--- src/hdl/upd_pkg.sv ---
// shared types, character constants and hex helpers for the url percent decoder
package upd_pkg;

   localparam logic [7:0] CH_PLUS    = 8'h2B;
   localparam logic [7:0] CH_SPACE   = 8'h20;
   localparam logic [7:0] CH_PERCENT = 8'h25;
   localparam logic [7:0] CH_ZERO    = 8'h30;
   localparam logic [7:0] CH_NINE    = 8'h39;
   localparam logic [7:0] CH_UPPER_A = 8'h41;
   localparam logic [7:0] CH_UPPER_F = 8'h46;
   localparam logic [7:0] CH_LOWER_A = 8'h61;
   localparam logic [7:0] CH_LOWER_F = 8'h66;

   localparam int unsigned MAX_RESULTS = 3;
   localparam int unsigned QUEUE_DEPTH = 4;

   typedef enum logic [1:0] {
      PEND_NONE    = 2'd0,
      PEND_PERCENT = 2'd1,
      PEND_DIGIT   = 2'd2,
      PEND_UNUSED  = 2'd3
   } pend_type;

   typedef struct packed {
      logic [7:0] out_byte;
      logic       out_last;
   } result_type;

   function automatic logic is_hex(input logic [7:0] c);
      return (c >= CH_ZERO && c <= CH_NINE) ||
             (c >= CH_UPPER_A && c <= CH_UPPER_F) ||
             (c >= CH_LOWER_A && c <= CH_LOWER_F);
   endfunction

   function automatic logic [3:0] hex_val(input logic [7:0] c);
      logic [7:0] v;
      if (c >= CH_ZERO && c <= CH_NINE) begin
         v = c - CH_ZERO;
      end else if (c >= CH_LOWER_A && c <= CH_LOWER_F) begin
         v = c - CH_LOWER_A + 8'd10;
      end else begin
         v = c - CH_UPPER_A + 8'd10;
      end
      return v[3:0];
   endfunction

endpackage

--- src/hdl/url_percent_decoder.sv ---
// url percent decoder: decodes '+' and %xx escapes into a byte stream
// decoded bytes enter a registered result queue and leave on rsp in order
// throughput: one request per cycle while req_stall is low; decode logic sits
// between the request port and the four-entry queue, which drains one byte per
// cycle while rsp_stall is low; requests stall while two or more are queued
// reset (synchronous, active high) empties the queue and drops any held escape
module url_percent_decoder (
   input  logic       clock,
   input  logic       reset,
   input  logic       req_valid,
   output logic       req_stall,
   input  logic [7:0] req_in_byte,
   input  logic       req_in_last,
   output logic       rsp_valid,
   input  logic       rsp_stall,
   output logic [7:0] rsp_out_byte,
   output logic       rsp_out_last
);

   upd_pkg::pend_type   pend_ff, pend_in;
   logic [7:0]          digit_ff, digit_in;
   upd_pkg::result_type queue_ff [upd_pkg::QUEUE_DEPTH];
   logic [1:0]          head_ff, head_in;
   logic [2:0]          count_ff, count_in;

   upd_pkg::result_type emit_val [upd_pkg::MAX_RESULTS];
   logic [1:0]          emit_n;
   logic                req_accept;
   logic                rsp_accept;
   logic                plain_hold;
   logic [7:0]          plain_byte;
   logic                c_hex;
   logic [7:0]          decoded;

   // room for three more while at most one entry is queued
   assign req_stall  = (count_ff > 3'd1);
   assign req_accept = req_valid && !req_stall;
   assign rsp_valid  = (count_ff != 3'd0);
   assign rsp_accept = rsp_valid && !rsp_stall;

   assign rsp_out_byte = queue_ff[head_ff].out_byte;
   assign rsp_out_last = queue_ff[head_ff].out_last;

   assign plain_hold = (req_in_byte == upd_pkg::CH_PERCENT) && !req_in_last;
   assign plain_byte = (req_in_byte == upd_pkg::CH_PLUS) ? upd_pkg::CH_SPACE : req_in_byte;
   assign c_hex      = upd_pkg::is_hex(req_in_byte);
   assign decoded    = {upd_pkg::hex_val(digit_ff), upd_pkg::hex_val(req_in_byte)};

   always_comb begin
      emit_n   = 2'd0;
      pend_in  = upd_pkg::PEND_NONE;
      digit_in = digit_ff;
      for (int k = 0; k < upd_pkg::MAX_RESULTS; k++) begin
         emit_val[k] = '{out_byte: plain_byte, out_last: req_in_last};
      end
      case (pend_ff)
         upd_pkg::PEND_PERCENT: begin
            if (c_hex && !req_in_last) begin
               pend_in  = upd_pkg::PEND_DIGIT;
               digit_in = req_in_byte;
            end else begin
               emit_val[0] = '{out_byte: upd_pkg::CH_PERCENT, out_last: 1'b0};
               if (plain_hold) begin
                  pend_in = upd_pkg::PEND_PERCENT;
                  emit_n  = 2'd1;
               end else begin
                  emit_n  = 2'd2;
               end
            end
         end
         upd_pkg::PEND_DIGIT: begin
            digit_in = 8'd0;
            if (c_hex) begin
               emit_val[0] = '{out_byte: decoded, out_last: req_in_last};
               emit_n      = 2'd1;
            end else begin
               emit_val[0] = '{out_byte: upd_pkg::CH_PERCENT, out_last: 1'b0};
               emit_val[1] = '{out_byte: digit_ff, out_last: 1'b0};
               if (plain_hold) begin
                  pend_in = upd_pkg::PEND_PERCENT;
                  emit_n  = 2'd2;
               end else begin
                  emit_n  = 2'd3;
               end
            end
         end
         default: begin
            // nothing held, including the unused code
            if (plain_hold) begin
               pend_in = upd_pkg::PEND_PERCENT;
            end else begin
               emit_n  = 2'd1;
            end
         end
      endcase
   end

   always_comb begin
      head_in  = head_ff;
      count_in = count_ff;
      if (rsp_accept) begin
         head_in  = head_ff + 2'd1;
         count_in = count_in - 3'd1;
      end
      if (req_accept) begin
         count_in = count_in + {1'b0, emit_n};
      end
   end

   always_ff @(posedge clock) begin
      if (reset) begin
         pend_ff  <= upd_pkg::PEND_NONE;
         digit_ff <= 8'd0;
         head_ff  <= 2'd0;
         count_ff <= 3'd0;
      end else begin
         head_ff  <= head_in;
         count_ff <= count_in;
         if (req_accept) begin
            pend_ff  <= pend_in;
            digit_ff <= digit_in;
         end
      end
   end

   // tail writes land behind whatever is queued, counted from the old head
   always_ff @(posedge clock) begin
      logic [2:0] tail;
      for (int k = 0; k < upd_pkg::MAX_RESULTS; k++) begin
         tail = {1'b0, head_ff} + count_ff + 3'(k);
         if (req_accept && (2'(k) < emit_n)) begin
            queue_ff[tail[1:0]] <= emit_val[k];
         end
      end
   end

endmodule

--- config.mk ---
export PLATFORM = sky130hd
export DESIGN_NAME = url_percent_decoder
export DESIGN_NICKNAME = d
export VERILOG_FILES = /design/src/hdl/upd_pkg.sv /design/src/hdl/url_percent_decoder.sv
export SDC_FILE = /design/constraint.sdc
export NUM_CORES = 1
export LEC_CHECK = 0
export BUFFER_PORTS_ARGS = -buffer_cell sky130_fd_sc_hd__clkbuf_2
export CAP_MARGIN = 20
export CORE_MARGIN = 2
export CORE_UTILIZATION = 50
export CTS_CLUSTER_DIAMETER = 80
export DETAILED_ROUTE_END_ITERATION = 12
export PLACE_DENSITY_LB_ADDON = 0.12
export SYNTH_ARGS = -nofsm -noshare
export SYNTH_HDL_FRONTEND = slang
export SYNTH_SLANG_ARGS = --single-unit
--- constraint.sdc ---
create_clock -name clock -period 4.2 [get_ports clock]
set_input_delay 0.21 -clock clock [delete_from_list [all_inputs] [get_ports clock]]
set_output_delay 0.21 -clock clock [all_outputs]
set_load 0.01 [all_outputs]
==> PnR_summary.wiki, run 1 <==
{| class="wikitable"
! Metric !! Value
|-
| First DRT Iteration DRCs || roughly 390
|-
| Min cycle time layout || 3.34 ns
|-
| X dimension of the die || between 80 and 90 µm
|-
| CP required || roughly 4.2 ns
|-
| Nets || 415
|-
| List of cells traversed by the critical path || inv_1 -> ha_1 -> o21bai_1 -> nand3_1 -> nor2_1 -> nand3_1 -> o21ai_2 -> nor2_1 -> o21ai_1
|-
| Port Buf Inserts || 23
|-
| Crit end category || register
|-
| Total of flip-flops plus latches after synthesis || 53
|-
| Fraction of registers with async set or reset after synthesis || 0%
|-
| Resized Gates After CTS || 0
|-
| Starting density of the core || 50.8%
|-
| Half-perimeter wire length after placement || 7060 µm
|-
| Area of combinational cells with multiple inputs || 2040 µm²
|-
| Footprint of the flip-flops and latches || 1420 µm²
|-
| RSZ-0062 raised after global routing || false
|-
| Top_reg_cell synth || sky130_fd_sc_hd__edfxtp_1
|-
| Clock Latency Late Sink || 0.32 ns
|-
| Global-route wire length before repair || approximately 15,000 µm
|-
| Number of global-route vias before repair || 2,676
|-
| Cell area power density || between 400 and 500 nW/µm²
|-
| CTS H-tree lvls || 2
|-
| Number of buffers added to fix hold violations after cts || 0
|-
| Post-route clock period utilization || 79.4%
|-
| Detailed-route via count || 2,977
|-
| Top post-synthesis cells by area || sky130_fd_sc_hd__edfxtp_1, sky130_fd_sc_hd__dfxtp_1, sky130_fd_sc_hd__nor2_1
|-
| Synth warn || 0
|-
| Pin count of the biggest net entering global routing || 17
|-
| Filler cells || 708
|-
| Initial antenna violation count || 0
|-
| Crit path launch type || register
|-
| Setup fix buffers added after clock tree synthesis || 0
|-
| Avg WL per Cell || 18.9 µm
|-
| Mean cell area of the mapped netlist || 9.83 µm²
|-
| Number of instances in the synthesized netlist || 369
|-
| Layout overhead on the synthesized area || 7.93%
|-
| Grt ovf || 0
|-
| Max transition margin || between 40% and 50%
|-
| Highest-count cells in the layout ignoring fill and taps || sky130_fd_sc_hd__nor2_1, sky130_fd_sc_hd__edfxtp_1, sky130_fd_sc_hd__nand2_1, sky130_fd_sc_hd__clkbuf_2, sky130_fd_sc_hd__inv_1
|-
| Outcome || finished clean
|-
| Clock skew after layout || 0.0136 ns
|-
| Maximum capacitance violations || 0
|-
| Sequential Power Share || a little over two fifths
|-
| P_leak || 0.00143 µW
|-
| Antenna cells || 0
|-
| Worst Setup Path Type || register to register
|-
| Cts bufs inserted || 5
|-
| Slew Viols, Final || 0
|-
| Total DRC errors in the routed layout || 0
|-
| Die outline height || 89.2 µm
|-
| Worst slew pin tran || around 0.75 ns
|-
| Data arrival time of the critical path || 3.29 ns
|-
| Worst-path cell with the longest stage delay || sky130_fd_sc_hd__nor2_1
|-
| Leading cell type in the layout, fill and taps excluded || sky130_fd_sc_hd__nor2_1
|-
| Area inside the core boundary || 7140 µm²
|-
| Final Total Pwr || 1710 µW
|-
| Number of endpoints failing setup at the final stage || 0
|-
| Via-to-Cell Ratio || 6.13
|-
| Number of flops mapped to enable cells by yosys || 36
|-
| Library cells used by synthesis || 68
|-
| Peak VDD IR || 0.310 mV
|-
| Routability cong. || approximately 0.97
|-
| Area of the die || 7950 µm²
|-
| Maximum fanout encountered on the critical timing path || 9
|-
| Fin Setup TNS || 0 ns
|-
| Tot GR Track Use || about 24%
|-
| Total count of hold-check failures in the final report || 0
|-
| Switching Share || 36.7%
|-
| Net switching power figure || 626 µW
|-
| Maximum clock rate || 0.300 GHz
|-
| Yosys top cell area share || 29.8%
|-
| Share of the yosys chip area belonging to registers || 39.2%
|-
| Internal power || 1080 µW
|-
| TritonCTS Sinks || 53
|-
| Clock tree from TritonCTS || yes
|-
| Cell area after technology mapping || 3630 µm²
|-
| CTS clk-pin slew, worst paths || 0.11 ns
|-
| Combinational power share || 39.5%
|-
| Clock network power share || 17.7%
|-
| Net count after synthesis || 398
|-
| Longest individual stage delay on the worst path || 0.65 ns
|-
| Type of the tightest min-delay check || input port to register
|-
| Maximum clock insertion buffer count || 2
|-
| Total wire length after detailed routing || 9180 µm
|-
| Residual antenna-violating net count after detailed routing || 0
|-
| IO Count || 24
|-
| Ratio of cells with drive above 1 in the final layout || between 10% and 20%
|-
| Pre-antenna DRT Iters || 6
|-
| Buffer type at the clock tree root || sky130_fd_sc_hd__clkbuf_8
|-
| Cell type contributing the most total cell area after synthesis || sky130_fd_sc_hd__edfxtp_1
|-
| Total number of placement rows || 31
|}
==> cells in the mapped netlist, types with 3 or more instances <==
master / n
sky130_fd_sc_hd__o21ai_0: 12
sky130_fd_sc_hd__a211oi_1: 4
sky130_fd_sc_hd__edfxtp_1: 36
sky130_fd_sc_hd__buf_2: 7
sky130_fd_sc_hd__a21oi_1: 20
sky130_fd_sc_hd__and3_1: 3
sky130_fd_sc_hd__a32oi_1: 5
sky130_fd_sc_hd__o21a_1: 3
sky130_fd_sc_hd__dfxtp_1: 17
sky130_fd_sc_hd__mux2_1: 3
sky130_fd_sc_hd__a221o_1: 5
sky130_fd_sc_hd__a22oi_1: 11
sky130_fd_sc_hd__nand4_1: 3
sky130_fd_sc_hd__a21oi_2: 3
sky130_fd_sc_hd__nor3_1: 7
sky130_fd_sc_hd__nand3_1: 5
sky130_fd_sc_hd__o21bai_1: 4
sky130_fd_sc_hd__o21ai_1: 4
sky130_fd_sc_hd__ha_1: 15
sky130_fd_sc_hd__nor2_2: 3
sky130_fd_sc_hd__o22a_1: 3
sky130_fd_sc_hd__mux2i_1: 5
sky130_fd_sc_hd__inv_1: 22
sky130_fd_sc_hd__nor2_1: 56
sky130_fd_sc_hd__xnor2_1: 7
sky130_fd_sc_hd__clkbuf_1: 10
sky130_fd_sc_hd__a211oi_2: 4
sky130_fd_sc_hd__mux4_2: 9
sky130_fd_sc_hd__a221oi_1: 6
sky130_fd_sc_hd__nand2_1: 25
==> layout make-up <==
class / instances / share of cell area, %
multi-input cells: 275 / 52.2
flip-flops and latches: 53 / 36.3
repair buffers: 28 / 3.90
well taps: 99 / 3.16
inverters: 23 / 2.21
clock buffers: 6 / 1.85
clock inverters: 2 / 0.384
==> sequential cells by signal, indices dropped and copies added (netlist names), named ones only <==
| signal | flops |
|---|---|
| head_ff | 2 |
| queue_ff | 36 |
| count_ff | 3 |
| pend_ff | 2 |
| digit_ff | 8 |
==> cells by family (layout without fill, tap and decap cells) <==
family | count (synthesis) | in the layout | synth area share [%]
simple gates | 119 | 119 | 15.6
compound gates | 111 | 111 | 23.7
flops | 53 | 53 | 39.2
buf+inv | 41 | 59 | 4.48
mux | 19 | 19 | 8.52
fa+ha+maj | 16 | 16 | 5.73
xor+xnor | 10 | 10 | 2.79
==> worst max-delay path: cells and delay by family, from the launching register on <==
kind | cells | cell delay, ns
compound gates | 3 | 0.81
fa+ha+maj | 1 | 0.15
flops | 1 | 0.37
buf+inv | 1 | 0.14
simple gates | 4 | 1.49
==> power groups by stage <==
stage / Combinational (µW) / Clock (µW) / Sequential, µW
after floorplan: 504 / 0 / 708
after global placement: 665 / 0 / 742
after detailed placement: 671 / 0 / 745
after CTS: 674 / 305 / 733
after global routing: 746 / 322 / 746
final: 674 / 303 / 730
==> metal layers <==
layer / GRT usage [%] / part of all wire, %
met1: 36.3 / 47
met2: 37.6 / 45
met3: 3.79 / 6.7
met4: 4.34 / 1.4
met5: 0 / 0
==> worst paths after layout <==
kind,startpoint,end,slack [ns],depth (start not counted)
setup / recovery,count_ff[1]$_SDFF_PP0_,queue_ff[3][4]$_DFFE_PP_,0.86,9
hold / removal,req_in_byte[5],digit_ff[5]$_SDFFE_PP0P_,0.27,3
setup reg to reg,count_ff[1]$_SDFF_PP0_,queue_ff[3][4]$_DFFE_PP_,0.86,9
hold reg to reg,pend_ff[0]$_SDFFE_PP0P_,pend_ff[0]$_SDFFE_PP0P_,0.54,2
==> metrics by stage <==
step	setup WS [ns]	std cells	utilization, %	cell area [µm²]	hold slack [ns]
6_report	0.865	486	54.9	3920	0.273
5_1_grt	0.504	486	54.9	3920	0.311
4_1_cts	0.916	486	54.9	3920	0.268
3_5_place_dp	0.937	478	53.6	3830	0.522
3_3_place_gp	0.963	478	53.6	3830	0.505
2_1_floorplan	1.23	369	-	3630	0.282
No activity file was read; power rests on OpenSTA's default activity.
==> run 2, diff against run 1 <==
- clock period: 4.2 -> 2.95 ns (I/O delays scaled with it)
==> run 2 against run 1 <==
Compared with the run above: utilization rose by 2.1 points; register-to-register slack got worse by 0.61 ns; first-iteration DRC count fell by 30%; sequential share of layout area fell by 1.3 points; critical endpoint is now queue_ff[2][8]$_DFFE_PP_; largest cell class unchanged.
==> PnR_summary.wiki, run 2 (synthesis results as in run 1) <==
{| class="wikitable"
! Metric !! Value
|-
| Max FFs per register || 36 (unchanged)
|-
| Combinational power share || 39.0% (was 39.5%)
|-
| Final Hold Slack || 0.185 ns (was 0.273 ns)
|-
| Cts bufs inserted || 5 (unchanged)
|-
| Cell area power density || 623 nW/µm² (was 436 nW/µm²)
|-
| TritonCTS Sinks || 53 (unchanged)
|-
| Port Buf Inserts || 23 (unchanged)
|-
| Pre-antenna DRT Iters || 5 (was 6)
|-
| Min cycle time layout || 2.70 ns (was 3.34 ns)
|-
| Grt ovf || 0 (unchanged)
|-
| Die outline height || 89.2 µm (unchanged)
|-
| Residual antenna-violating net count after detailed routing || 0 (unchanged)
|-
| Slew Viols, Final || 0 (unchanged)
|-
| Worst-path cell with the longest stage delay || sky130_fd_sc_hd__a21oi_1 (was sky130_fd_sc_hd__nor2_1)
|-
| Crit end category || register (unchanged)
|-
| List of cells traversed by the critical path || inv_1 -> ha_1 -> o21bai_1 -> nand3_1 -> nor2_1 -> buf_4 -> nand2_1 -> a21oi_4 -> a21oi_1 -> o31ai_1 -> buf_4 (was inv_1 -> ha_1 -> o21bai_1 -> nand3_1 -> nor2_1 -> nand3_1 -> o21ai_2 -> nor2_1 -> o21ai_1)
|-
| Total DRC errors in the routed layout || 0 (unchanged)
|-
| Tot GR Track Use || 25.6% (was 24.2%)
|-
| First DRT Iteration DRCs || 273 (was 389)
|-
| Maximum capacitance violations || 0 (unchanged)
|-
| Peak VDD IR || 0.355 mV (was 0.310 mV)
|-
| Total count of hold-check failures in the final report || 0 (unchanged)
|-
| Via-to-Cell Ratio || 6.02 (was 6.13)
|-
| Crit path launch type || register (unchanged)
|-
| Detailed-route via count || 3,017 (was 2,977)
|-
| Number of endpoints failing setup at the final stage || 0 (unchanged)
|-
| Sequential Power Share || 41.1% (was 42.8%)
|-
| Net switching power figure || 872 µW (was 626 µW)
|-
| RSZ-0062 raised after global routing || false (unchanged)
|-
| Longest individual stage delay on the worst path || 0.46 ns (was 0.65 ns)
|-
| Post-route clock period utilization || 91.5% (was 79.4%)
|-
| Ratio of cells with drive above 1 in the final layout || 20.9% (was 17.6%)
|-
| Area of the die || 7950 µm² (unchanged)
|-
| Footprint of the flip-flops and latches || 1420 µm² (unchanged)
|-
| Clock network power share || 19.8% (was 17.7%)
|-
| Worst slew pin tran || 0.690 ns (was 0.752 ns)
|-
| Starting density of the core || 50.8% (unchanged)
|-
| Half-perimeter wire length after placement || 7530 µm (was 7060 µm)
|-
| WP buf/inv || 3 (was 1)
|-
| Outcome || finished clean (unchanged)
|-
| Buffer type at the clock tree root || sky130_fd_sc_hd__clkbuf_8 (unchanged)
|-
| Highest-count cells in the layout ignoring fill and taps || sky130_fd_sc_hd__nor2_1, sky130_fd_sc_hd__edfxtp_1, sky130_fd_sc_hd__nand2_1, sky130_fd_sc_hd__clkbuf_2, sky130_fd_sc_hd__inv_1 (unchanged)
|-
| Type of the tightest min-delay check || input port to register (unchanged)
|-
| Avg WL per Cell || 19.2 µm (was 18.9 µm)
|-
| Fin Setup TNS || 0 ns (unchanged)
|-
| Maximum clock insertion buffer count || 2 (unchanged)
|-
| Cell count of the worst hold path || 3 (unchanged)
|-
| Share of the core filled with cells || 56.9% (was 54.9%)
|-
| Most used cell, CP || sky130_fd_sc_hd__buf_4
|-
| Clock tree from TritonCTS || yes (unchanged)
|-
| Max transition margin || 53.9% (was 49.5%)
|-
| Area of combinational cells with multiple inputs || 2050 µm² (was 2040 µm²)
|-
| IO Count || 24 (unchanged)
|-
| Critical Path Stages || 11 (was 9)
|-
| CTS H-tree lvls || 2 (unchanged)
|-
| R2R Path Start || count_ff[1]$_SDFF_PP0_ (unchanged)
|-
| Maximum fanout encountered on the critical timing path || 9 (unchanged)
|-
| Filler cells || 682 (was 708)
|-
| X dimension of the die || 89.2 µm (unchanged)
|-
| CP required || 3.01 ns (was 4.15 ns)
|-
| Hold path startpoint || req_in_byte[5] (unchanged)
|-
| Global-route wire length before repair || 15,400 µm (was 14,600 µm)
|-
| P_leak || 0.00152 µW (was 0.00143 µW)
|-
| Initial antenna violation count || 0 (unchanged)
|-
| Worst flop-to-flop path endpoint || queue_ff[2][8]$_DFFE_PP_ (was queue_ff[3][4]$_DFFE_PP_)
|-
| Data arrival time of the critical path || 2.76 ns (was 3.29 ns)
|-
| Nets || 430 (was 415)
|-
| Setup fix buffers added after clock tree synthesis || 0 (unchanged)
|-
| Pin count of the biggest net entering global routing || 17 (unchanged)
|-
| Leading cell type in the layout, fill and taps excluded || sky130_fd_sc_hd__nor2_1 (unchanged)
|-
| Routability cong. || 0.907 (was 0.975)
|-
| Internal power || 1660 µW (was 1080 µW)
|-
| CTS clk-pin slew, worst paths || 0.10 ns (was 0.11 ns)
|-
| Total number of placement rows || 31 (unchanged)
|-
| Terminating pin of the worst hold path || digit_ff[5]$_SDFFE_PP0P_ (unchanged)
|-
| Area inside the core boundary || 7140 µm² (unchanged)
|-
| R2R Setup Slk || 0.25 ns (was 0.86 ns)
|-
| Switching Share || 34.5% (was 36.7%)
|-
| Number of global-route vias before repair || 2,840 (was 2,676)
|-
| Clock skew after layout || 0.0128 ns (was 0.0136 ns)
|-
| Worst Setup Path Type || register to register (unchanged)
|-
| Family with the most delay on the worst path || compound AO/OA/AOI/OAI gates (was simple AND/OR/NAND/NOR gates)
|-
| Antenna cells || 0 (unchanged)
|-
| Maximum clock rate || 0.370 GHz (was 0.300 GHz)
|-
| Layout overhead on the synthesized area || 12.0% (was 7.93%)
|-
| Cell count of the worst reg-to-reg path || 11 (was 9)
|-
| Total wire length after detailed routing || 9640 µm (was 9180 µm)
|-
| Clock Latency Late Sink || 0.31 ns (was 0.32 ns)
|}
run 2: cell types whose count changed in the layout (fill, tap and decap cells not counted), sizes merged:
cell      delta
buf         +15
bufinv       +1
clkinv       +1
clkinvlp     -2
run 2: power by group through the flow:
stage                     Clock (µW)  Sequential (µW)  Combinational (µW)
after floorplan                    0             1010                 718
after global placement             0             1060                 981
after detailed placement           0             1070                 986
after CTS                        515             1050                 994
after global routing             536             1060                1090
final                            502             1040                 987
run 2: area by class of cell:
cell class / instances / area share (%)
flip-flops and latches: 53 / 35.0
inverters: 23 / 2.13
multi-input cells: 275 / 50.6
clock buffers: 6 / 1.79
well taps: 99 / 3.05
repair buffers: 43 / 6.53
clock inverters: 2 / 0.955
run 2: how the worst max path moves through the flow:
| stage | end | start |
|---|---|---|
| 3_5_place_dp | queue_ff[2][7]$_DFFE_PP_ | req_in_byte[0] |
| 5_1_grt | queue_ff[2][7]$_DFFE_PP_ | count_ff[1]$_SDFF_PP0_ |
| 2_1_floorplan | queue_ff[2][0]$_DFFE_PP_ | req_in_byte[0] |
| 4_1_cts | queue_ff[2][3]$_DFFE_PP_ | count_ff[1]$_SDFF_PP0_ |
| 3_3_place_gp | queue_ff[2][3]$_DFFE_PP_ | req_in_byte[0] |
| 6_report | queue_ff[2][8]$_DFFE_PP_ | count_ff[1]$_SDFF_PP0_ |
run 2: per-stage QoR:
step	power (µW)	instance area [µm²]	worst slack (ns)	cells
floorplan	1730	3630	0.0453	369
global placement	2040	3940	0.0525	493
detailed placement	2050	3940	0.0140	493
CTS	2560	4050	0.174	501
global route	2690	4060	0.0274	501
finish	2530	4060	0.250	501
run 2: what timing repair did:
item	in CTS	in global routing
endpoints found under the hold margin	0	0
endpoints found under the setup margin	0	10
gates resized for setup	0	2
hold buffers	0	0
run 2: worst min-delay path, delay by kind of cell:
kind            cells  cell delay [ns]
simple gates        1             0.08
compound gates      1             0.08
buf+inv             1             0.16
run 2: metal layers:
metal,share of wire [%],global-route usage [%],vias up
li1,-,-,1456
met3,4.7,3.51,9
met1,49,37.4,1450
met5,0,0,-
met4,1.2,4.88,0
met2,45,40.8,102
